File: config.mk
export PLATFORM = sky130hd
export DESIGN_NAME = rbe_clear
export DESIGN_NICKNAME = d
export VERILOG_FILES = /design/src/design/rbe_pkg.sv /design/src/design/rbe_clear.sv
export SDC_FILE = /design/constraint.sdc
export NUM_CORES = 1
export LEC_CHECK = 0
export BUFFER_PORTS_ARGS = -buffer_cell sky130_fd_sc_hd__buf_2
export CAP_MARGIN = 10
export CORE_MARGIN = 10
export CORE_UTILIZATION = 50
export DETAILED_ROUTE_END_ITERATION = 12
export PLACE_DENSITY = 0.73
export SLEW_MARGIN = 20
export SYNTH_ARGS = -nofsm -noshare
export SYNTH_HDL_FRONTEND = slang
export SYNTH_SLANG_ARGS = --single-unit
File: constraint.sdc
create_clock -name clock -period 1.8 [get_ports clock]
set_clock_uncertainty 0.15 [all_clocks]
set_input_delay 0.18 -clock clock [delete_from_list [all_inputs] [get_ports clock]]
set_output_delay 0.18 -clock clock [all_outputs]
set_load 0.005 [all_outputs]
File: src/design/rbe_pkg.sv
// Package for the run-length Brainfuck executor: sizes, action codes and payload types.
package rbe_pkg;

   // Tape size; must be a power of two so head arithmetic wraps by truncation
   localparam int TAPE_CELLS    = 32768;
   localparam int HEAD_W        = $clog2(TAPE_CELLS);
   localparam int PROGRAM_WORDS = 4096;
   localparam int PC_W          = 13;
   localparam int NEXT_W        = 17;

   typedef enum logic [3:0] {
      ACT_EXIT  = 4'd0,
      ACT_LEFT  = 4'd1,
      ACT_RIGHT = 4'd2,
      ACT_INC   = 4'd3,
      ACT_DEC   = 4'd4,
      ACT_IN    = 4'd5,
      ACT_OUT   = 4'd6,
      ACT_JZ    = 4'd7,
      ACT_JNZ   = 4'd8
   } act_type;

   typedef struct packed {
      logic [3:0]  action;
      logic [15:0] operand;
      logic [7:0]  in_byte;
   } req_type;

   typedef struct packed {
      logic [12:0] fetch_index;
      logic        halted;
      logic        out_valid;
      logic [7:0]  out_byte;
      logic [15:0] out_repeat;
   } rsp_type;

   // Clearing sequencer status
   typedef struct packed {
      logic              busy;
      logic [HEAD_W-1:0] addr;
   } clr_type;

   // Execute stage side effects
   typedef struct packed {
      logic            wr_en;
      logic [7:0]      wr_data;
      logic [PC_W-1:0] pc;
      logic            stopped;
   } exec_type;

endpackage

File: src/design/rbe_clear.sv
// Tape clearing sequencer: sweeps every cell to zero after reset.
module rbe_clear
   import rbe_pkg::*;
(
   input  logic    clock,
   input  logic    reset,
   output clr_type clr
);

   localparam logic [HEAD_W-1:0] LAST_ADDR = HEAD_W'(TAPE_CELLS - 1);

   logic              busy_ff;
   logic              busy_in;
   logic [HEAD_W-1:0] addr_ff;
   logic [HEAD_W-1:0] addr_in;

   // Advance one cell a cycle, drop busy after the last cell
   always_comb begin
      busy_in = busy_ff;
      addr_in = addr_ff;
      if (busy_ff) begin
         addr_in = addr_ff + HEAD_W'(1);
         if (addr_ff == LAST_ADDR) begin
            busy_in = 1'b0;
         end
      end
   end

   always_ff @(posedge clock) begin
      if (reset) begin
         busy_ff <= 1'b1;
         addr_ff <= '0;
      end else begin
         busy_ff <= busy_in;
         addr_ff <= addr_in;
      end
   end

   assign clr.busy = busy_ff;
   assign clr.addr = addr_ff;

endmodule

Word-level counts from Yosys, hierarchy flattened

Index checks and enable logic that the tools add are counted.
W data, S select, Z words.

Word-level logic and storage cells: 6
Register bits: 16
Input bits: 2

Add/sub/neg operators: 1
Multiplexer cells: 2
Eq/ne operators: 1

Operators with widths:

| operator                | number |
|---|---|
| $add A15 B1 Y15 const B | 1 |
| $eq A15 B15 Y1 const B  | 1 |
| $mux W1                 | 2 |

Longest topological paths before layout

Word-level depth: 3
Depth in mapped cells: 4

Least setup slack after synthesis

No wires, ideal clock.

Kind: register -> register
From: register addr_ff[0]
To: register addr_ff[12]
Library setup time: 0.123 ns
Data arrival time: 1.317 ns
Required time: 1.527 ns
Cell stages (with the launch flop): 5
Setup slack: 0.210 ns
Buffers on the path: 0
Period minus slack after synthesis: 1.590 ns
Cells stage by stage: dfxtp_1 > ha_1 > inv_1 > nor4_1 > mux2_1

Longest elaborated chain between the ends: 1

RTL lines:

| element                | RTL line        | RTL |
|---|---|---|
| start, declared        | rbe_clear.sv:14 | `logic [HEAD_W-1:0] addr_ff;` |
| start signal, assigned | rbe_clear.sv:35 | `addr_ff <= addr_in;` |
| $add A15 B1 Y15        | rbe_clear.sv:22 | `addr_in = addr_ff + HEAD_W'(1);` |

Every way passes these cells.
A chain may end at the register's enable or synchronous reset.

Final worst setup path

From: register addr_ff[1]
To: register addr_ff[12]

Same word-level chain as after synthesis.

==> out/metrics.cfg <==
[layout]
synthToLayoutAreaGrowth_pct=20.2
final_layout_size_suffix_gt1_share_pct=28.7
multi_input_area_um2=428
n_antenna_cell=0
seq_area_um2=320
fill_cells=140
nets=113
fin_cells=124

[synthesis]
netlist_instances=87
yosys_register_bits=16
avgSynthCellArea_um2=8.92
yosysSeqAreaShare_pct=41.3
synth_area_um2=776
yosysWarnings=0
mappedNetlistNets=90
synth.distinct_cells=26

[setup_path]
cp.arrival_ns=1.72
ff2ff_path_depth=4
rr_startpoint=addr_ff[1]
cp_max_fo=6
crit_type=reg2reg
cp-end-kind=flip-flop
crit_path_cell_trace=ha_1 -> inv_1 -> nor4_1 -> mux2_1
slowest_delay_ns=0.40
timing.rr.end=addr_ff[12]
r2r_setup_slack_ns=0.11
cp.required_ns=1.82
endpoint=addr_ff[12]
critical_path.startpoint=addr_ff[1]
start_kind=flip-flop
slowest_stage=dfxtp_1

[die]
core-area_um2=1490
rows=14
dieArea_um2=3530
initial_core_util_pct=52.1
die_w_um=59.4
die_h_um=59.4
top_level_ports=18

[timing]
setup_viol=0
drv_slew=0
fmax_mhz=591
tightest_slew_ns=0.352
final.min_clock_period_ns=1.69
timing.setup.tns_ns=0
rsz0062_at_grt=false
final-hold-violation-count=0
slew_headroom_pct=76.5
fin_crit_sh_pct=94.0

[placed_design]
dp.cells=121
gp_congestion=0.760
portBuffers=17
dpl.hpwl_mm=1.29

[grt]
grt_usage_pct=10.1
grt_overflow=0
antenna_found_initial=0
grt_pass1_wl_mm=2.89
grt_max_degree=22
grt_pass1_vias=674

[clocking]
ctsRootBufferMaster=clkbuf_4
clk_path_buf_depth=2
cts.sinks=16
cts.clk_slew.worst_paths_ns=0.09
hold_buffers=0
cts-buffers-inserted=3
post-cts-setup-buffers=0
htreeDepth=1
cts_resized=0
cts_tree=yes
worstSkewPairLatency_ns=0.28

[routing]
dr.pass1.iters=4
drt_iter0_markers=12
vias=714
final_antenna_net_count=0
drc=0
viasPerCell=5.76
avgRoutedWirePerCell_um=14.0
totalWireLength_mm=1.74

[pwr]
intPower_mw=0.454
p_clk_share_pct=30.7
irDropWorstVdd_v=0.000375
p_seq_share_pct=62.3
swShare_pct=22.5
power_density_nw_per_um2=628
leakage_nw=0.426
netSwitchingPower_mw=0.132
comb_power_share_pct=6.9

[job]
cap_violations=0

[worst_hold_path]
hp-class=in2reg

[outcome]
outcome=completed

-- metal layers --
layer / global-route usage [%] / part of all wire, %
met5: 0 / 0
met4: 3.93 / 0.80
met3: 3.22 / 7.1
met2: 15.5 / 46
met1: 12.6 / 46
-- layout by cell type (no fill, tap or decap) --
cell	instances
a21oi_1	5
nor4_2	1
xnor2_1	1
o21ai_0	1
o31ai_1	4
nand2_1	6
nand3_1	2
xor2_1	3
inv_1	3
nor2b_1	5
or4_1	4
nor2_1	10
nand4_2	1
mux2_1	3
nand4_4	1
clkbuf_4	3
ha_1	1
or3_1	1
buf_2	17
nand4_1	5
o21bai_1	1
nor4_1	5
mux2_2	2
mux2i_1	1
dfxtp_1	16
buf_4	6
-- worst min-delay path by stage --
stage / slack, ns / start / cells past startpoint / endpoint
after global routing: 0.15 / reset / 2 / addr_ff[2]
after floorplan: 0.27 / reset / 2 / addr_ff[10]
final: 0.13 / reset / 2 / addr_ff[3]
after detailed placement: 0.36 / addr_ff[5] / 2 / addr_ff[5]
after CTS: 0.12 / reset / 2 / addr_ff[0]
after global placement: 0.35 / addr_ff[5] / 2 / addr_ff[5]
-- kinds of logic (layout without fill, tap and decap cells) --
kind of cell / Yosys count / after routing / share of synthesized area (%)
AOI/OAI and AO/OA: 11 / 11 / 8.71
and+or+nand+nor: 41 / 41 / 29.8
muxes: 6 / 6 / 8.55
xor gates and xnor gates: 4 / 4 / 4.52
adders and majority gates: 1 / 1 / 1.61
buffers and inverters: 8 / 29 / 5.48
DFF: 16 / 16 / 41.3
-- power groups by stage --
stage / Clock, mW / Combinational (mW) / Sequential [mW]
2_1_floorplan: 0 / 0.0209 / 0.375
3_3_place_gp: 0 / 0.0392 / 0.372
3_5_place_dp: 0 / 0.0409 / 0.373
4_1_cts: 0.188 / 0.0410 / 0.364
5_1_grt: 0.196 / 0.0458 / 0.366
6_report: 0.180 / 0.0407 / 0.365
-- final cells by class --
cell class,instances,share of cell area [%]
Tap cell,16,2.15
Inverter,3,1.21
Multi-Input combinational cell,63,45.9
Timing Repair Buffer,23,14.0
Sequential cell,16,34.4
Clock buffer,3,2.42
-- cell usage after synthesis --
cell | n | area share, %
a21oi_1 | 5 | 3.2
buf_1 | 1 | 0.48
buf_2 | 1 | 0.64
buf_4 | 1 | 0.97
buf_6 | 1 | 1.5
clkbuf_1 | 1 | 0.48
dfxtp_1 | 16 | 41
ha_1 | 1 | 1.6
inv_1 | 3 | 1.5
mux2_1 | 3 | 4.4
mux2_2 | 2 | 2.9
mux2i_1 | 1 | 1.3
nand2_1 | 6 | 2.9
nand3_1 | 2 | 1.3
nand4_1 | 5 | 4.0
nand4_2 | 2 | 3.2
nor2_1 | 10 | 4.8
nor2b_1 | 5 | 4.0
nor4_1 | 6 | 4.8
o21ai_0 | 1 | 0.64
o21bai_1 | 1 | 0.97
o31ai_1 | 4 | 3.9
or3_1 | 1 | 0.81
or4_1 | 4 | 3.9
xnor2_1 | 1 | 1.1
xor2_1 | 3 | 3.4
-- state kept, by name (all words and copies together) (netlist names) --
name / cells
addr_ff: 15
busy_ff: 1
-- critical path, delay by kind of cell (launching register included) --
family	cells	cell delay (ns)
fa+ha+maj	1	0.24
simple gates	1	0.32
flops	1	0.40
buf+inv	1	0.13
mux	1	0.35
-- through the flow --
stage,hold slack [ns],power (mW),cell area (um2),setup slack [ns],util [%]
after detailed placement,0.360,0.413,895,0.0964,60.1
after global placement,0.346,0.411,895,0.134,60.1
after CTS,0.122,0.593,917,0.0884,61.6
final,0.129,0.586,932,0.108,62.6
after global routing,0.153,0.607,932,0.0107,62.6
after floorplan,0.274,0.396,776,0.210,-
Power figures use the tool's default switching activity.
