### src/design/rbe_pkg.sv
// Package for the run-length Brainfuck executor: sizes, action codes and payload types.
package rbe_pkg;

   // Tape size; must be a power of two so head arithmetic wraps by truncation
   localparam int TAPE_CELLS    = 32768;
   localparam int HEAD_W        = $clog2(TAPE_CELLS);
   localparam int PROGRAM_WORDS = 4096;
   localparam int PC_W          = 13;
   localparam int NEXT_W        = 17;

   typedef enum logic [3:0] {
      ACT_EXIT  = 4'd0,
      ACT_LEFT  = 4'd1,
      ACT_RIGHT = 4'd2,
      ACT_INC   = 4'd3,
      ACT_DEC   = 4'd4,
      ACT_IN    = 4'd5,
      ACT_OUT   = 4'd6,
      ACT_JZ    = 4'd7,
      ACT_JNZ   = 4'd8
   } act_type;

   typedef struct packed {
      logic [3:0]  action;
      logic [15:0] operand;
      logic [7:0]  in_byte;
   } req_type;

   typedef struct packed {
      logic [12:0] fetch_index;
      logic        halted;
      logic        out_valid;
      logic [7:0]  out_byte;
      logic [15:0] out_repeat;
   } rsp_type;

   // Clearing sequencer status
   typedef struct packed {
      logic              busy;
      logic [HEAD_W-1:0] addr;
   } clr_type;

   // Execute stage side effects
   typedef struct packed {
      logic            wr_en;
      logic [7:0]      wr_data;
      logic [PC_W-1:0] pc;
      logic            stopped;
   } exec_type;

endpackage

### src/design/rbe_exec.sv
// Execute stage: applies one instruction to the current cell and program counter.
module rbe_exec
   import rbe_pkg::*;
(
   input  req_type         req,
   input  logic [7:0]      cur_byte,
   input  logic [PC_W-1:0] pc,
   input  logic            stopped,
   output exec_type        ex,
   output rsp_type         rsp
);

   localparam logic [NEXT_W-1:0] PROG_END = NEXT_W'(PROGRAM_WORDS);

   logic [NEXT_W-1:0] seq_next;
   logic [NEXT_W-1:0] jmp_next;
   logic [NEXT_W-1:0] nxt;
   logic              emit;
   logic              halt;

   assign seq_next = NEXT_W'(pc) + NEXT_W'(1);
   assign jmp_next = NEXT_W'(req.operand) + NEXT_W'(1);

   always_comb begin
      ex.wr_en        = 1'b0;
      ex.wr_data      = cur_byte;
      ex.pc           = pc;
      ex.stopped      = stopped;
      rsp.fetch_index = pc;
      rsp.halted      = stopped;
      rsp.out_valid   = 1'b0;
      rsp.out_byte    = '0;
      rsp.out_repeat  = '0;
      nxt             = seq_next;
      emit            = 1'b0;
      halt            = 1'b0;

      if (!stopped) begin
         // Decode the action
         case (req.action)
            ACT_LEFT, ACT_RIGHT: begin
               // head moves at accept time
            end
            ACT_INC: begin
               ex.wr_en   = 1'b1;
               ex.wr_data = cur_byte + req.operand[7:0];
            end
            ACT_DEC: begin
               ex.wr_en   = 1'b1;
               ex.wr_data = cur_byte - req.operand[7:0];
            end
            ACT_IN: begin
               ex.wr_en   = (req.operand != 16'd0);
               ex.wr_data = req.in_byte;
            end
            ACT_OUT: begin
               emit = (req.operand != 16'd0);
            end
            ACT_JZ: begin
               if (cur_byte == 8'd0) begin
                  nxt = jmp_next;
               end
            end
            ACT_JNZ: begin
               if (cur_byte != 8'd0) begin
                  nxt = jmp_next;
               end
            end
            default: begin
               halt = 1'b1;
            end
         endcase

         // Advance the program counter; stop on exit, or saturate at the program end and stop
         if (halt) begin
            ex.stopped = 1'b1;
         end else if (nxt >= PROG_END) begin
            ex.pc      = PC_W'(PROGRAM_WORDS);
            ex.stopped = 1'b1;
         end else begin
            ex.pc = nxt[PC_W-1:0];
         end

         rsp.fetch_index = ex.pc;
         rsp.halted      = ex.stopped;
         rsp.out_valid   = emit;
         rsp.out_byte    = emit ? cur_byte : 8'd0;
         rsp.out_repeat  = emit ? req.operand : 16'd0;
      end
   end

endmodule

### config.mk
export PLATFORM = sky130hd
export DESIGN_NAME = rbe_exec
export DESIGN_NICKNAME = d
export VERILOG_FILES = /design/src/design/rbe_pkg.sv /design/src/design/rbe_exec.sv
export SDC_FILE = /design/constraint.sdc
export NUM_CORES = 1
export LEC_CHECK = 0
export BUFFER_PORTS_ARGS = -buffer_cell sky130_fd_sc_hd__buf_2
export CORE_UTILIZATION = 25
export DETAILED_ROUTE_END_ITERATION = 16
export PLACE_DENSITY_LB_ADDON = 0.12
export SLEW_MARGIN = 10
export SYNTH_ARGS = -nofsm -noshare
export SYNTH_HDL_FRONTEND = slang
export SYNTH_SLANG_ARGS = --single-unit
### constraint.sdc
create_clock -name vclk -period 4.3
set_clock_uncertainty 0.1 [all_clocks]
set_input_delay 0.645 -clock vclk [all_inputs]
set_output_delay 0.645 -clock vclk [all_outputs]
set_load 0.02 [all_outputs]
# Yosys cells after proc, flatten, opt, wreduce, memory -nomap -nowiden
# Index checks and enable logic that the tools add are counted.
dict set report op_classes {
  addsub 4
  magnitude_cmp 1
  n_eq_ne 8
  muxes 17
  n_reduce_logical 4
}
# op n
set ops {}
lappend ops {{2-to-1 mux 17 bit} 3}
lappend ops {{2-to-1 mux 39 bit} 1}
lappend ops {{case mux 17 bit (2 select lines)} 1}
lappend ops {{case mux 9 bit (3 select lines)} 1}
lappend ops {{2-to-1 mux 13 bit} 2}
lappend ops {{2-to-1 mux 23 bit} 1}
lappend ops {{adder 16 x 1 -> 17 bit, second input constant} 1}
lappend ops {{>= comparator 17 x 13 -> 1 bit, second input constant} 1}
lappend ops {{== test 4 x 3 -> 1 bit, second input constant} 4}
lappend ops {{2-to-1 mux 16 bit} 1}
lappend ops {{nonzero test 16 bit} 1}
lappend ops {{adder 13 x 1 -> 14 bit, second input constant} 1}
lappend ops {{adder 8 bit} 1}
lappend ops {{== test 4 x 2 -> 1 bit, second input constant} 2}
lappend ops {{logical NOT 8 bit} 1}
lappend ops {{2-to-1 mux 8 bit} 1}
lappend ops {{nonzero test 8 bit} 1}
lappend ops {{OR reduction 8 bit} 1}
lappend ops {{subtractor 8 bit} 1}
lappend ops {{2-to-1 mux 1 bit} 6}
lappend ops {{== test 4 x 1 -> 1 bit, second input constant} 1}
lappend ops {{== test 4 bit, second input constant} 1}
dict set report totals {
  ff_bits 0
  out_inout_bits 62
  elab_cells 34
}

# Longest topological paths before layout
dict set report depth {
  depth_word 8
  mapped_depth 13
  ltp_nobuf 13
}

# Least setup slack after synthesis
# No wires, ideal clock.
dict set report synth_timing {
  path_type {input to output}
  start {input req[27] (netlist name)}
  end {output ex[20] (netlist name)}
  arrival_time_ns 3.073
  required_ns 3.555
  slack_ns 0.482
  cell_stages 11
  n_path_buf 0
  cell_sequence {nand2b_1 -> nor3_2 -> mux2_2 -> fa_1 -> nor2b_1 -> o21ai_0 -> nand2b_1 -> a21o_1 -> a21oi_1 -> xor2_1 -> o31ai_1}
}
# item line_no
set synth_lines {}
lappend synth_lines {{from (decl)} rbe_exec.sv:5} ;# input req_type req,
lappend synth_lines {{to (decl)} rbe_exec.sv:9} ;# output exec_type ex,

==> flow_metrics.py <==
metrics = {
    "timing": {
        "setup_viol": 0,
        "finalCritPeriodShare_pct": 91.29,
        "rsz0062_at_grt": "no",
        "whs_ns": 1.520,
        "hold_viol": 0,
        "fmax_mhz": 254.7,
        "slew_viol_final": 0,
        "timing.slew.headroom_pct": 29.19,
        "worst_slew_pin_slew_ns": 1.058,
        "post-route-min-period_ns": 3.926,
        "tns_ns": 0,
    },
    "power_and_ir_drop": {
        "p_leak_nw": 1.165,
        "power_uw": 262.6,
        "p_per_area_mw_per_mm2": 109.4,
        "peakVddDrop_v": 0.00005592,
    },
    "placed_design": {
        "hpwl_mm": 5.103,
        "portBuffers": 112,
        "dpl-instance-area_mm2": 0.002400,
        "gp_congestion": 0.7797,
        "dp_cells": 479,
    },
    "cells_and_area": {
        "nets": 443,
        "multi_input_area_mm2": 0.001652,
        "antenna_cells": 0,
        "area_delta_synth_final_pct": 28.47,
        "fillers": 817,
        "drive_gt1_share_pct": 36.32,
        "seq_cell_count": 0,
        "nClkBuffers": 0,
        "fin_area_mm2": 0.002400,
        "ff_latch_area_um2": 0,
        "layoutNonFillerInstCount": 479,
    },
    "synthesis": {
        "synth.distinct_cells": 53,
        "synth-warning-count": 0,
        "avgSynthCellArea_um2": 6.376,
        "ys_seq_area_share_pct": 0,
        "syn_area_mm2": 0.001868,
        "syn_nets": 354,
        "synthCells": 293,
    },
    "worst_setup_path": {
        "startpoint_type": "input pin",
        "path_class": "input pin to primary output",
        "crit_path_end_kind": "primary output",
        "critical_path_required_ns": 3.56,
        "path_max_fanout": 6,
        "cp.arrival_ns": 3.18,
    },
    "floorplan": {
        "initial_utilization_pct": 25.75,
        "die_x_um": 88.44,
        "core-area_mm2": 0.007253,
        "rows": 31,
        "die_area_mm2": 0.007822,
        "dieHeight_um": 88.44,
        "io_pins": 112,
    },
    "clock_network": {
        "cts_resized": 0,
        "hold_buffers": 0,
        "cts_setup_buffers": 0,
    },
    "route": {
        "wirelength_mm": 6.131,
        "drc": 0,
        "wire_per_inst_um": 12.80,
        "wl_met1_mm": 2.825,
        "route.met2.wl_mm": 3.100,
        "dr_total_vias": 2273,
        "dr_wl_met3_um": 205,
        "maxUsedRoutingLayer": "met3",
        "viasPerCell": 4.745,
        "drt_iter0_markers": 64,
        "ant_nets": 0,
        "drt-pass1-iter-count": 4,
    },
    "global_route": {
        "grt_max_degree": 21,
        "grt_pass1_wl_mm": 9.597,
        "grt_pass1_vias": 1985,
        "antenna_found_initial": 0,
        "grt_usage_pct": 15.19,
        "grt_overflow": 0,
    },
    "run_status": {
        "status": "finished, final reports clean",
    },
    "worst_hold_path": {
        "hp-class": "input pin to primary output",
    },
    "flow_run": {
        "maxCapViolCount": 0,
    },
}
-- cells by family (layout without fill, tap and decap cells) --
family                   after synthesis  after routing  synth area share, %
AO/OA/AOI/OAI                         63             63                23.31
adder cells (fa/ha/maj)               11             11                7.770
AND/OR/NAND/NOR                      147            147                41.06
multiplexers                           4              4                2.210
buffers and inverters                 38            125                11.59
XOR/XNOR                              30             30                14.07
-- worst max-delay path: stages --
cell and delay, ns:
buf_2 0.13, nand2b_1 0.20, nor3_2 0.18, mux2_2 0.38, inv_1 0.06, ha_1 0.21, nor2b_1 0.13, o21ai_1 0.17
a21oi_1 0.11, o41ai_1 0.31, xnor2_1 0.13, a222oi_1 0.30, inv_1 0.07, buf_2 0.16
-- power breakdown --
part	switching [mW]	internal [mW]	total (mW)
registers	0	0	0
logic	0.159	0.104	0.263
clock network	0	0	0
-- cell usage in the layout (no fill, tap or decap), drive strengths merged, types with 9 or more instances in the layout --
| master | n |
|---|---|
| nand3 | 13 |
| buf | 116 |
| xor2 | 10 |
| nor3 | 18 |
| a21oi | 18 |
| ha | 10 |
| o21ai | 26 |
| xnor2 | 20 |
| nor2 | 33 |
| nand2 | 33 |
| inv | 9 |
| and2 | 21 |
-- synthesized netlist by cell type, types with 3 or more instances --
master / instances / area, um^2
a21oi_1: 18 / 90.09
and2_1: 20 / 125.1
and3_1: 4 / 25.02
buf_4: 14 / 105.1
clkbuf_1: 11 / 41.29
ha_1: 10 / 125.1
inv_1: 9 / 33.78
mux2i_1: 3 / 30.03
nand2_1: 32 / 120.1
nand2b_1: 6 / 37.54
nand3_1: 12 / 60.06
nor2_1: 32 / 120.1
nor2b_1: 5 / 31.28
nor3_1: 17 / 85.08
nor4_1: 4 / 25.02
o21ai_0: 12 / 60.06
o21ai_1: 4 / 20.02
o21ai_2: 9 / 78.83
xnor2_1: 20 / 175.2
xor2_1: 10 / 87.58
-- layer usage --
layer / up-vias / GRT usage (%)
met5: - / 0
met4: 0 / 0
met3: 0 / 0.2799
met2: 55 / 28.60
met1: 1038 / 20.47
li1: 1180 / -
-- path summary, 6_finish.rpt --
path | startpoint | depth (start not counted) | endpoint
max | req[27] | 14 | ex[21]
min | req[5] | 4 | ex[19]
-- final cells by class --
type	instances	area share [%]
repair buffers	116	24.61
well taps	99	5.162
multi-input cells	255	68.82
inverters	9	1.408
-- stage by stage --
stage	setup WS, ns	utilization (%)
2_1_floorplan	0.4817	-
3_3_place_gp	0.4052	33.09
3_5_place_dp	0.3990	33.09
4_1_cts	0.3708	33.09
5_1_grt	0.1514	33.09
6_report	0.3744	33.09
No activity file was read; power rests on OpenSTA's default activity.
